**src/sv/gcet_pkg.sv**
```systemverilog
package gcet_pkg;

    localparam int TIME_W     = 48;
    localparam int DIV_STEP   = 2;
    localparam int DIV_STAGES = TIME_W / DIV_STEP;
    // input register, quotient stages, rounding register
    localparam int DIV_LAT    = DIV_STAGES + 2;
    localparam int FRONT_LAT  = 4;
    localparam int SEL_LAT    = 2;
    localparam int TOTAL_LAT  = FRONT_LAT + DIV_LAT + SEL_LAT;

    localparam logic [TIME_W-1:0] TIME_MAX = '1;
    localparam logic [47:0]       POS_CAP  = 48'h8000_0000_0000;

    localparam logic [5:0] SIDE_PZ = 6'h01;
    localparam logic [5:0] SIDE_PX = 6'h02;
    localparam logic [5:0] SIDE_NY = 6'h04;
    localparam logic [5:0] SIDE_PY = 6'h08;
    localparam logic [5:0] SIDE_NX = 6'h10;
    localparam logic [5:0] SIDE_NZ = 6'h20;

    localparam logic [1:0] REG_SPACE_SIZE = 2'd0;

    typedef struct packed {
        logic [9:0]  cell_i;
        logic [9:0]  cell_j;
        logic [9:0]  cell_k;
        logic [3:0]  depth;
        logic signed [31:0] pos_x;
        logic signed [31:0] pos_y;
        logic signed [31:0] pos_z;
        logic signed [31:0] vel_x;
        logic signed [31:0] vel_y;
        logic signed [31:0] vel_z;
        logic [47:0] now_time;
        logic [47:0] last_hit_time;
    } gcet_in_t;

    typedef struct packed {
        logic [47:0] exit_time;
        logic        found;
        logic [5:0]  hit_sides;
        logic signed [11:0] next_i;
        logic signed [11:0] next_j;
        logic signed [11:0] next_k;
    } gcet_out_t;

    // per-axis status carried alongside the divider
    typedef struct packed {
        logic live;
        logic zero;
        logic fwd;
        logic vneg;
    } gcet_flags_t;

    typedef struct packed {
        logic [47:0] now_time;
        logic [9:0]  cell_i;
        logic [9:0]  cell_j;
        logic [9:0]  cell_k;
    } gcet_tag_t;

    // side facing the velocity on an axis (0 x, 1 y, 2 z)
    function automatic logic [5:0] side_mask(input logic [1:0] axis, input logic vneg);
        logic [5:0] m;
        begin
            case (axis)
                2'd0:    m = vneg ? SIDE_NX : SIDE_PX;
                2'd1:    m = vneg ? SIDE_NY : SIDE_PY;
                2'd2:    m = vneg ? SIDE_NZ : SIDE_PZ;
                default: m = '0;
            endcase
            return m;
        end
    endfunction

    // visiting order of that side
    function automatic logic [2:0] side_rank(input logic [1:0] axis, input logic vneg);
        logic [2:0] r;
        begin
            case (axis)
                2'd0:    r = vneg ? 3'd4 : 3'd1;
                2'd1:    r = vneg ? 3'd2 : 3'd3;
                2'd2:    r = vneg ? 3'd5 : 3'd0;
                default: r = 3'd7;
            endcase
            return r;
        end
    endfunction

endpackage

```
**src/sv/gcet_select.sv**
```systemverilog
module gcet_select (
    input  logic                  clk,
    input  logic                  rst_n,
    input  logic                  in_valid,
    input  logic [47:0]           t [3],
    input  gcet_pkg::gcet_flags_t flags [3],
    input  gcet_pkg::gcet_tag_t   tag,
    output logic                  out_valid,
    output gcet_pkg::gcet_out_t   result
);
    import gcet_pkg::*;

    // stage a: which axes compete, pairwise compares
    logic [2:0] rank [3];
    logic [2:0] zrank;
    logic       anyz;
    logic [5:0] zmask;
    logic [2:0] cand;

    always_comb
    begin
        zrank = 3'd7;
        zmask = '0;
        anyz  = 1'b0;
        for (int a = 0; a < 3; a++)
        begin
            rank[a] = side_rank(2'(a), flags[a].vneg);
        end
        // first zero distance in visiting order ends the search
        for (int a = 0; a < 3; a++)
        begin
            if (flags[a].live && flags[a].zero && rank[a] < zrank)
            begin
                zrank = rank[a];
                zmask = side_mask(2'(a), flags[a].vneg);
                anyz  = 1'b1;
            end
        end
        for (int a = 0; a < 3; a++)
        begin
            cand[a] = flags[a].live && flags[a].fwd && (rank[a] < zrank);
        end
    end

    logic        va_reg;
    logic [2:0]  cand_reg;
    logic        anyz_reg;
    logic [5:0]  zmask_reg;
    logic        lt_reg [3][3];
    logic [47:0] t_reg [3];
    logic        vneg_reg [3];
    gcet_tag_t   tag_reg;

    always_ff @(posedge clk or negedge rst_n)
    begin
        if (!rst_n)
        begin
            va_reg <= 1'b0;
        end
        else
        begin
            va_reg <= in_valid;
        end
    end

    always_ff @(posedge clk)
    begin
        cand_reg  <= cand;
        anyz_reg  <= anyz;
        zmask_reg <= zmask;
        tag_reg   <= tag;
        for (int a = 0; a < 3; a++)
        begin
            t_reg[a]    <= t[a];
            vneg_reg[a] <= flags[a].vneg;
            for (int b = 0; b < 3; b++)
            begin
                lt_reg[a][b] <= t[a] < t[b];
            end
        end
    end

    // stage b: winners, exit time, neighbor
    logic [2:0]  hit;
    logic        have;
    logic [47:0] best;
    logic [48:0] sum;
    logic [5:0]  mask;
    gcet_out_t   res;

    always_comb
    begin
        mask = zmask_reg;
        for (int a = 0; a < 3; a++)
        begin
            hit[a] = cand_reg[a];
            for (int b = 0; b < 3; b++)
            begin
                if (b != a && cand_reg[b] && lt_reg[b][a])
                begin
                    hit[a] = 1'b0;
                end
            end
            if (hit[a])
            begin
                mask = mask | side_mask(2'(a), vneg_reg[a]);
            end
        end
        have = |cand_reg;
        best = hit[0] ? t_reg[0] : (hit[1] ? t_reg[1] : t_reg[2]);
        sum  = {1'b0, tag_reg.now_time} + {1'b0, best};
        if (anyz_reg)
        begin
            res.exit_time = tag_reg.now_time;
        end
        else if (have)
        begin
            res.exit_time = sum[48] ? TIME_MAX : sum[47:0];
        end
        else
        begin
            res.exit_time = '0;
        end
        res.found     = anyz_reg | have;
        res.hit_sides = mask;
        res.next_i = signed'({2'b00, tag_reg.cell_i})
                   + ((mask & SIDE_PX) != 0 ? 12'sd1 : ((mask & SIDE_NX) != 0 ? -12'sd1 : 12'sd0));
        res.next_j = signed'({2'b00, tag_reg.cell_j})
                   + ((mask & SIDE_PY) != 0 ? 12'sd1 : ((mask & SIDE_NY) != 0 ? -12'sd1 : 12'sd0));
        res.next_k = signed'({2'b00, tag_reg.cell_k})
                   + ((mask & SIDE_PZ) != 0 ? 12'sd1 : ((mask & SIDE_NZ) != 0 ? -12'sd1 : 12'sd0));
    end

    logic      vb_reg;
    gcet_out_t res_reg;

    always_ff @(posedge clk or negedge rst_n)
    begin
        if (!rst_n)
        begin
            vb_reg <= 1'b0;
        end
        else
        begin
            vb_reg <= va_reg;
        end
    end

    always_ff @(posedge clk)
    begin
        res_reg <= res;
    end

    assign out_valid = vb_reg;
    assign result    = res_reg;

endmodule

```
**config.mk**
```make
export PLATFORM = sky130hd
export DESIGN_NAME = gcet_select
export DESIGN_NICKNAME = d
export VERILOG_FILES = /design/src/sv/gcet_pkg.sv /design/src/sv/gcet_select.sv
export SDC_FILE = /design/constraint.sdc
export NUM_CORES = 1
export LEC_CHECK = 0
export ABC_AREA = 1
export BUFFER_PORTS_ARGS = -buffer_cell sky130_fd_sc_hd__buf_2
export CORE_MARGIN = 5
export CORE_UTILIZATION = 35
export CTS_BUF_LIST = sky130_fd_sc_hd__clkbuf_4 sky130_fd_sc_hd__clkbuf_8
export DETAILED_ROUTE_END_ITERATION = 12
export PLACE_DENSITY = 0.51
export SYNTH_ARGS = -nofsm -noshare
export SYNTH_HDL_FRONTEND = slang
export SYNTH_SLANG_ARGS = --single-unit
```
**constraint.sdc**
```tcl
create_clock -name clk -period 3.87 [get_ports clk]
set_clock_uncertainty 0.05 [all_clocks]
set_input_delay 1.161 -clock clk [delete_from_list [all_inputs] [get_ports clk]]
set_output_delay 1.161 -clock clk [all_outputs]
set_load 0.05 [all_outputs]
```
==> metrics.txt, run 1 <==
starting DRC count in detailed routing 846; first-pass GRT wire length 91600 um; DR DRC count 0; Area Growth Syn to Fin 21.9%; peak supply drop 0.219 mV; Setup Buffers After CTS 0; unrepaired setup endpoints after global routing no; die height 238 um; P_leak 12.3 nW; Filler Cell Count 5455; Clock Sink Count 334; remaining antenna violation count 0; dpl hpwl 49700 um; fmax 283 MHz; Initial DRT Pass Iterations 6; CTS root buf clkbuf_8; final WL 60200 um; PwrDens 491 mW/mm^2; CP required 4350 ps; GRT Total Usage between 20% and 30%; register area share after synthesis 36.7%; Die W 238 um; Post-Synthesis Cells 2505; vias in the first global route 16685; Setup CP Type reg2reg; clk_lat worst skew 650 ps; multiplexer area fraction after synthesis 0%; crit path capture type register; Clock Tree Buf Depth 3; grt ovf 0; main combinational cell family by area after synthesis simple AND/OR/NAND/NOR gates; Slew @ Worst Pin roughly 900 ps; Slew headroom approximately 40%; Seq cells post-synth 334; CP startpoint kind register; XOR/XNOR Fraction of Synth Area 2.59%; CP max FO 43; layout cell share with drive strength beyond 1 18.4%; Std-Cell Rows 83; core area 0.0515 sq mm; DP Cell Count between 3000 and 4000; Reg clk slew, reported paths 60 ps; RD Place Congestion 1.00; synthesized area 0.0182 sq mm; max-cap viol count 0; CTS Hold Buffers Added 0; top cells by area, synth dfxtp_1, ha_1, nand2_1; post-synthesis compound-gate area fraction 8.98%; r2r startpoint cand_reg[2]$_DFF_P_; status finished, final reports clean; routed len/inst around 17 um; Post-CTS Resized 0; Primary FF master, synth dfxtp_1; async set-or-reset flop fraction in the synthesized netlist 0.599%; Final Setup Violations 0; Synth Area per Inst 7.28 sq um; Non-Filler Instances 3623; fraction of the mapped netlist area in adder cells 16.2%; Crit. Startpoint cand_reg[2]$_DFF_P_; final hold violation count 0; Initial Util a little over a third; CTS buffer count 59; largest net degree at the start of global routing 50; fin nets 3364; post-synth net total roughly 3000; Synth Warn # 0; Largest register FFs around 140; reg2reg setup slack 340 ps; H-Tree Depth 2; Period minus WS final 3530 ps; initial antenna violation count 2; Yosys top cell by area dfxtp_1; distinct cell type count after synthesis 49; Via Count 16643; vias per cell 4.59; CP endpoint result[90]$_DFF_P_; top-level port count 329; PortBufs 328; Post-synth EDFFs 0; r2r endpoint result[90]$_DFF_P_; setup TNS 0 ps; Simple-Gate Fraction of Synth Area 25.5%; Pins Over Slew Limit 0; share of the synthesized area in the top cell type roughly 36%; die area 0.0568 sq mm; CP arrival 4020 ps; CTS tree built; Register-to-Register Path Depth 18; HP Class in2async; Tcrit/Tclk final between 90 and 100%
[worst min path at each step]
stage                                endpoint  slack (ps)
after global routing         va_reg$_DFF_PN0_         180
after global placement    out_valid$_DFF_PN0_         290
after CTS                    va_reg$_DFF_PN0_         180
after floorplan           out_valid$_DFF_PN0_         280
after detailed placement  out_valid$_DFF_PN0_         290
final                        va_reg$_DFF_PN0_         240
[worst max-delay path, stage by stage (launching register included)]
cell and delay [ps]:
dfxtp_1 340, nand2_1 90, nand3_2 140, inv_1 190
buf_12 240, o21ai_0 100, o21ai_0 440, ha_1 300
nand2_1 120, nor2_1 250, nand3_1 120, nand2_1 220
nand2_1 80, nand2_1 240, nand2_1 180, nand4_1 130
nand3_1 80, nand2_1 60, nand2_1 40
[area by class of cell]
class | count | area [sq um] | area share (%)
antenna | 4 | 10.0 | 0.0450
tap | 680 | 851 | 3.82
inverter | 434 | 1630 | 7.35
timing repair buffer | 361 | 1960 | 8.83
clock inverter | 12 | 166 | 0.748
multi-input combinational | 1703 | 9740 | 43.8
clock buffer | 95 | 1180 | 5.29
sequential | 334 | 6700 | 30.1
[cell usage after synthesis, types with 10 or more instances]
library cell and instances:
nand3_2 19, clkbuf_1 23, nor2_1 200, nand4_1 28
o21ai_1 35, nor4_1 10, nand2_2 13, a21oi_1 128
nor3_1 13, inv_1 417, xnor2_1 11, dfxtp_1 332
o21ai_0 118, inv_2 13, ha_1 230, nand2_1 711
nand3_1 79, xor2_1 43
[layout by cell type (no fill, tap or decap), types with 4 or more instances in the layout]
cell type	synthesis	layout
a21oi_1	128	128
and2_1	4	4
buf_12	1	6
buf_2	3	328
buf_4	3	27
bufinv_16	0	4
clkbuf_4	0	21
clkbuf_8	0	74
clkinv_2	0	6
dfxtp_1	332	331
diode_2	0	4
fa_1	4	4
ha_1	230	230
inv_1	417	417
inv_2	13	13
nand2_1	711	711
nand2_2	13	13
nand2_4	4	4
nand3_1	79	78
nand3_2	19	20
nand3b_1	5	5
nand4_1	28	28
nor2_1	200	199
nor2_2	8	8
nor2_4	4	5
nor3_1	13	13
nor4_1	10	10
o21a_1	7	7
o21ai_0	118	118
o21ai_1	35	35
o31ai_1	6	6
xnor2_1	11	11
xor2_1	43	43
[stage by stage]
| stage | utilization, % | total power, mW | hold WS, ps | instance area (sq um) | worst slack (ps) |
|---|---|---|---|---|---|
| 2_1_floorplan | - | 6.25 | 281 | 18200 | 904 |
| 3_3_place_gp | 40.6 | 7.34 | 287 | 20900 | 268 |
| 3_5_place_dp | 40.6 | 7.36 | 287 | 20900 | 357 |
| 4_1_cts | 43.2 | 11.0 | 184 | 22200 | 310 |
| 5_1_grt | 43.2 | 11.5 | 185 | 22200 | 71.5 |
| 6_report | 43.2 | 10.9 | 240 | 22200 | 336 |
[cells by family after synthesis]
| group | after synthesis |
|---|---|
| AND/OR/NAND/NOR | 1104 |
| buffers and inverters | 468 |
| flip-flops | 334 |
| AO/OA/AOI/OAI | 311 |
| adder cells (fa/ha/maj) | 234 |
| XOR/XNOR | 54 |
[routing by layer]
layer | wire [um] | track usage (%)
met2 | 27300 | 34.1
met3 | 3370 | 3.91
met1 | 27800 | 27.3
met5 | 20 | 0
met4 | 1650 | 5.95
[where the power goes]
group	total [mW]	internal [mW]	switching (mW)
Combinational	3.41	1.02	2.38
Clock	3.63	2.18	1.45
Sequential	3.87	3.76	0.109
Power figures use the tool's default switching activity.
==> inputs of run 2 (changes only) <==
--- a/config.mk
+++ b/config.mk
@@ -7,11 +7,13 @@
 export LEC_CHECK = 0
 export ABC_AREA = 1
 export BUFFER_PORTS_ARGS = -buffer_cell sky130_fd_sc_hd__buf_2
+export CELL_PAD_IN_SITES_DETAIL_PLACEMENT = 1
+export CELL_PAD_IN_SITES_GLOBAL_PLACEMENT = 1
 export CORE_MARGIN = 5
 export CORE_UTILIZATION = 35
 export CTS_BUF_LIST = sky130_fd_sc_hd__clkbuf_4 sky130_fd_sc_hd__clkbuf_8
 export DETAILED_ROUTE_END_ITERATION = 12
-export PLACE_DENSITY = 0.51
+export PLACE_DENSITY = 0.68
 export SYNTH_ARGS = -nofsm -noshare
 export SYNTH_HDL_FRONTEND = slang
 export SYNTH_SLANG_ARGS = --single-unit
==> metrics.txt, run 2 (synthesized netlist as in run 1, its figures left out) <==
Tcrit/Tclk final 92.5% (was 91.3%); H-Tree Depth 2 (unchanged); HP Class in2async (unchanged); Initial Util 35.4% (unchanged); top-level port count 329 (unchanged); Via Count 17128 (was 16643); family with the most delay on the worst path compound AO/OA/AOI/OAI gates (was simple AND/OR/NAND/NOR gates); CP required 4330 ps (was 4350 ps); Largest register FFs 144 (unchanged); Filler Cell Count 6680 (was 5455); die height 238 um (unchanged); Initial DRT Pass Iterations 5 (was 6); CP arrival 4030 ps (was 4020 ps); max-cap viol count 0 (unchanged); routed len/inst 18.1 um (was 16.6 um); Reg clk slew, reported paths 60 ps (about the same); Pins Over Slew Limit 0 (unchanged); Buf/Inv on CP 3 (was 2); PwrDens 491 mW/mm^2 (about the same); Crit path top cell by count o21ai_0 (was nand2_1); commonest non-fill, non-tap cell in the layout nand2_1 (unchanged); CP startpoint kind register (unchanged); P_leak 12.2 nW (was 12.3 nW); crit path capture type register (unchanged); fin area 0.0221 sq mm (was 0.0222 sq mm); Final Setup Violations 0 (unchanged); Std-Cell Rows 83 (unchanged); status finished, final reports clean (unchanged); PortBufs 328 (unchanged); CTS tree built (unchanged); vias per cell 4.74 (was 4.59); remaining antenna violation count 0 (unchanged); initial antenna violation count 1 (was 2); Die W 238 um (unchanged); setup TNS 0 ps (unchanged); area of the multi-input gates 0.00975 sq mm (was 0.00974 sq mm); starting DRC count in detailed routing 528 (was 846); Slew headroom 47.5% (was 39.9%); grt ovf 0 (unchanged); RD Place Congestion 0.953 (was 1.00); DR DRC count 0 (unchanged); worst path cell trace nand2_1 > nand3_2 > inv_1 > buf_4 > o21ai_0 > o21ai_0 > buf_4 > ha_1 > a21oi_1 > and2_1 > o21ai_2 > nor2_4 > nand3_4 > o21ai_0 > o21ai_0 (was nand2_1 > nand3_2 > inv_1 > buf_12 > o21ai_0 > o21ai_0 > ha_1 > nand2_1 > nor2_1 > nand3_1 > nand2_1 > nand2_1 > nand2_1 > nand2_1 > nand4_1 > nand3_1 > nand2_1 > nand2_1); Setup Buffers After CTS 0 (unchanged); CTS root buf clkbuf_8 (unchanged); Clock Sink Count 334 (unchanged); largest net degree at the start of global routing 50 (unchanged); Period minus WS final 3580 ps (was 3530 ps); fmax 279 MHz (was 283 MHz); Post-DP Area 0.0208 sq mm (was 0.0209 sq mm); fin nets 3357 (was 3364); core area 0.0515 sq mm (unchanged); dpl hpwl 54100 um (was 49700 um); CTS Hold Buffers Added 0 (unchanged); first-pass GRT wire length 100000 um (was 91600 um); unrepaired setup endpoints after global routing no (unchanged); CTS buffer count 57 (was 59); clk_lat worst skew 660 ps (was 650 ps); Setup CP Type reg2reg (unchanged); CP max FO 25 (was 43); peak supply drop 0.209 mV (was 0.219 mV); Post-CTS Resized 0 (unchanged); Worst path slowest cell dfxtp_1 (was o21ai_0); Area Growth Syn to Fin 21.2% (was 21.9%); most frequent cells in the layout nand2_1, inv_1, dfxtp_1, buf_2, ha_1 (unchanged); Clock Tree Buf Depth 3 (unchanged); vias in the first global route 18427 (was 16685); Max stage delay on crit path 370 ps (was 440 ps); die area 0.0568 sq mm (unchanged); final WL 65300 um (was 60200 um); final hold violation count 0 (unchanged); Reg area 0.00670 sq mm (unchanged); GRT Total Usage 22.3% (was 20.5%); Slew @ Worst Pin 785 ps (was 898 ps); layout cell share with drive strength beyond 1 18.2% (was 18.4%)
## run 2: changes by cell type in the layout (fill, tap and decap cells not counted)
cell / change
buf_12: -3
buf_4: -2
bufinv_16: -1
clkbuf_4: -9
clkinv_2: +3
clkinvlp_4: +2
diode_2: -3
inv_8: +1
nand3_1: -1
nand3_2: +1
## run 2: layout make-up
type	count	share of cell area [%]
Timing Repair Buffer	356	8.55
Inverter	434	7.39
Clock buffer	86	5.01
Multi-Input combinational cell	1703	44.1
Clock inverter	17	0.804
Antenna cell	1	0.0113
Tap cell	680	3.85
Sequential cell	334	30.3
## run 2: worst paths after layout
kind                                       from  slack [ps]                  end  depth (start not counted)
setup / recovery           lt_reg[2][1]$_DFF_P_         290   result[44]$_DFF_P_                         15
hold / removal                            rst_n         250  out_valid$_DFF_PN0_                          1
setup reg to reg           lt_reg[2][1]$_DFF_P_         290   result[44]$_DFF_P_                         15
hold reg to reg                va_reg$_DFF_PN0_         300  out_valid$_DFF_PN0_                          0
max in group asynchronous                 rst_n        3420     va_reg$_DFF_PN0_                          1
min in group clk               va_reg$_DFF_PN0_         300  out_valid$_DFF_PN0_                          0
## run 2: metrics by stage
step | std cells | util (%) | hold slack [ps] | total power [mW] | worst slack (ps)
6_report | 3611 | 42.9 | 250 | 10.9 | 292
3_3_place_gp | 3507 | 40.4 | 285 | 7.35 | 387
2_1_floorplan | 2505 | - | 281 | 6.25 | 904
5_1_grt | 3610 | 42.9 | 205 | 11.5 | 79.1
3_5_place_dp | 3507 | 40.4 | 291 | 7.41 | 307
4_1_cts | 3610 | 42.9 | 189 | 11.0 | 252
## run 2: where the power goes
group	leakage, nW	internal (mW)	switching, mW	total [mW]
logic	8.71	1.01	2.45	3.45
registers	2.82	3.76	0.114	3.88
clock network	0.676	2.04	1.49	3.53
## run 2: metal layers
layer	global-route usage, %	wire (um)	up-vias
met5	0	7	-
met1	28.3	29300	8006
li1	-	-	8638
met4	7.23	2040	2
met2	38.3	30600	375
met3	4.01	3360	107
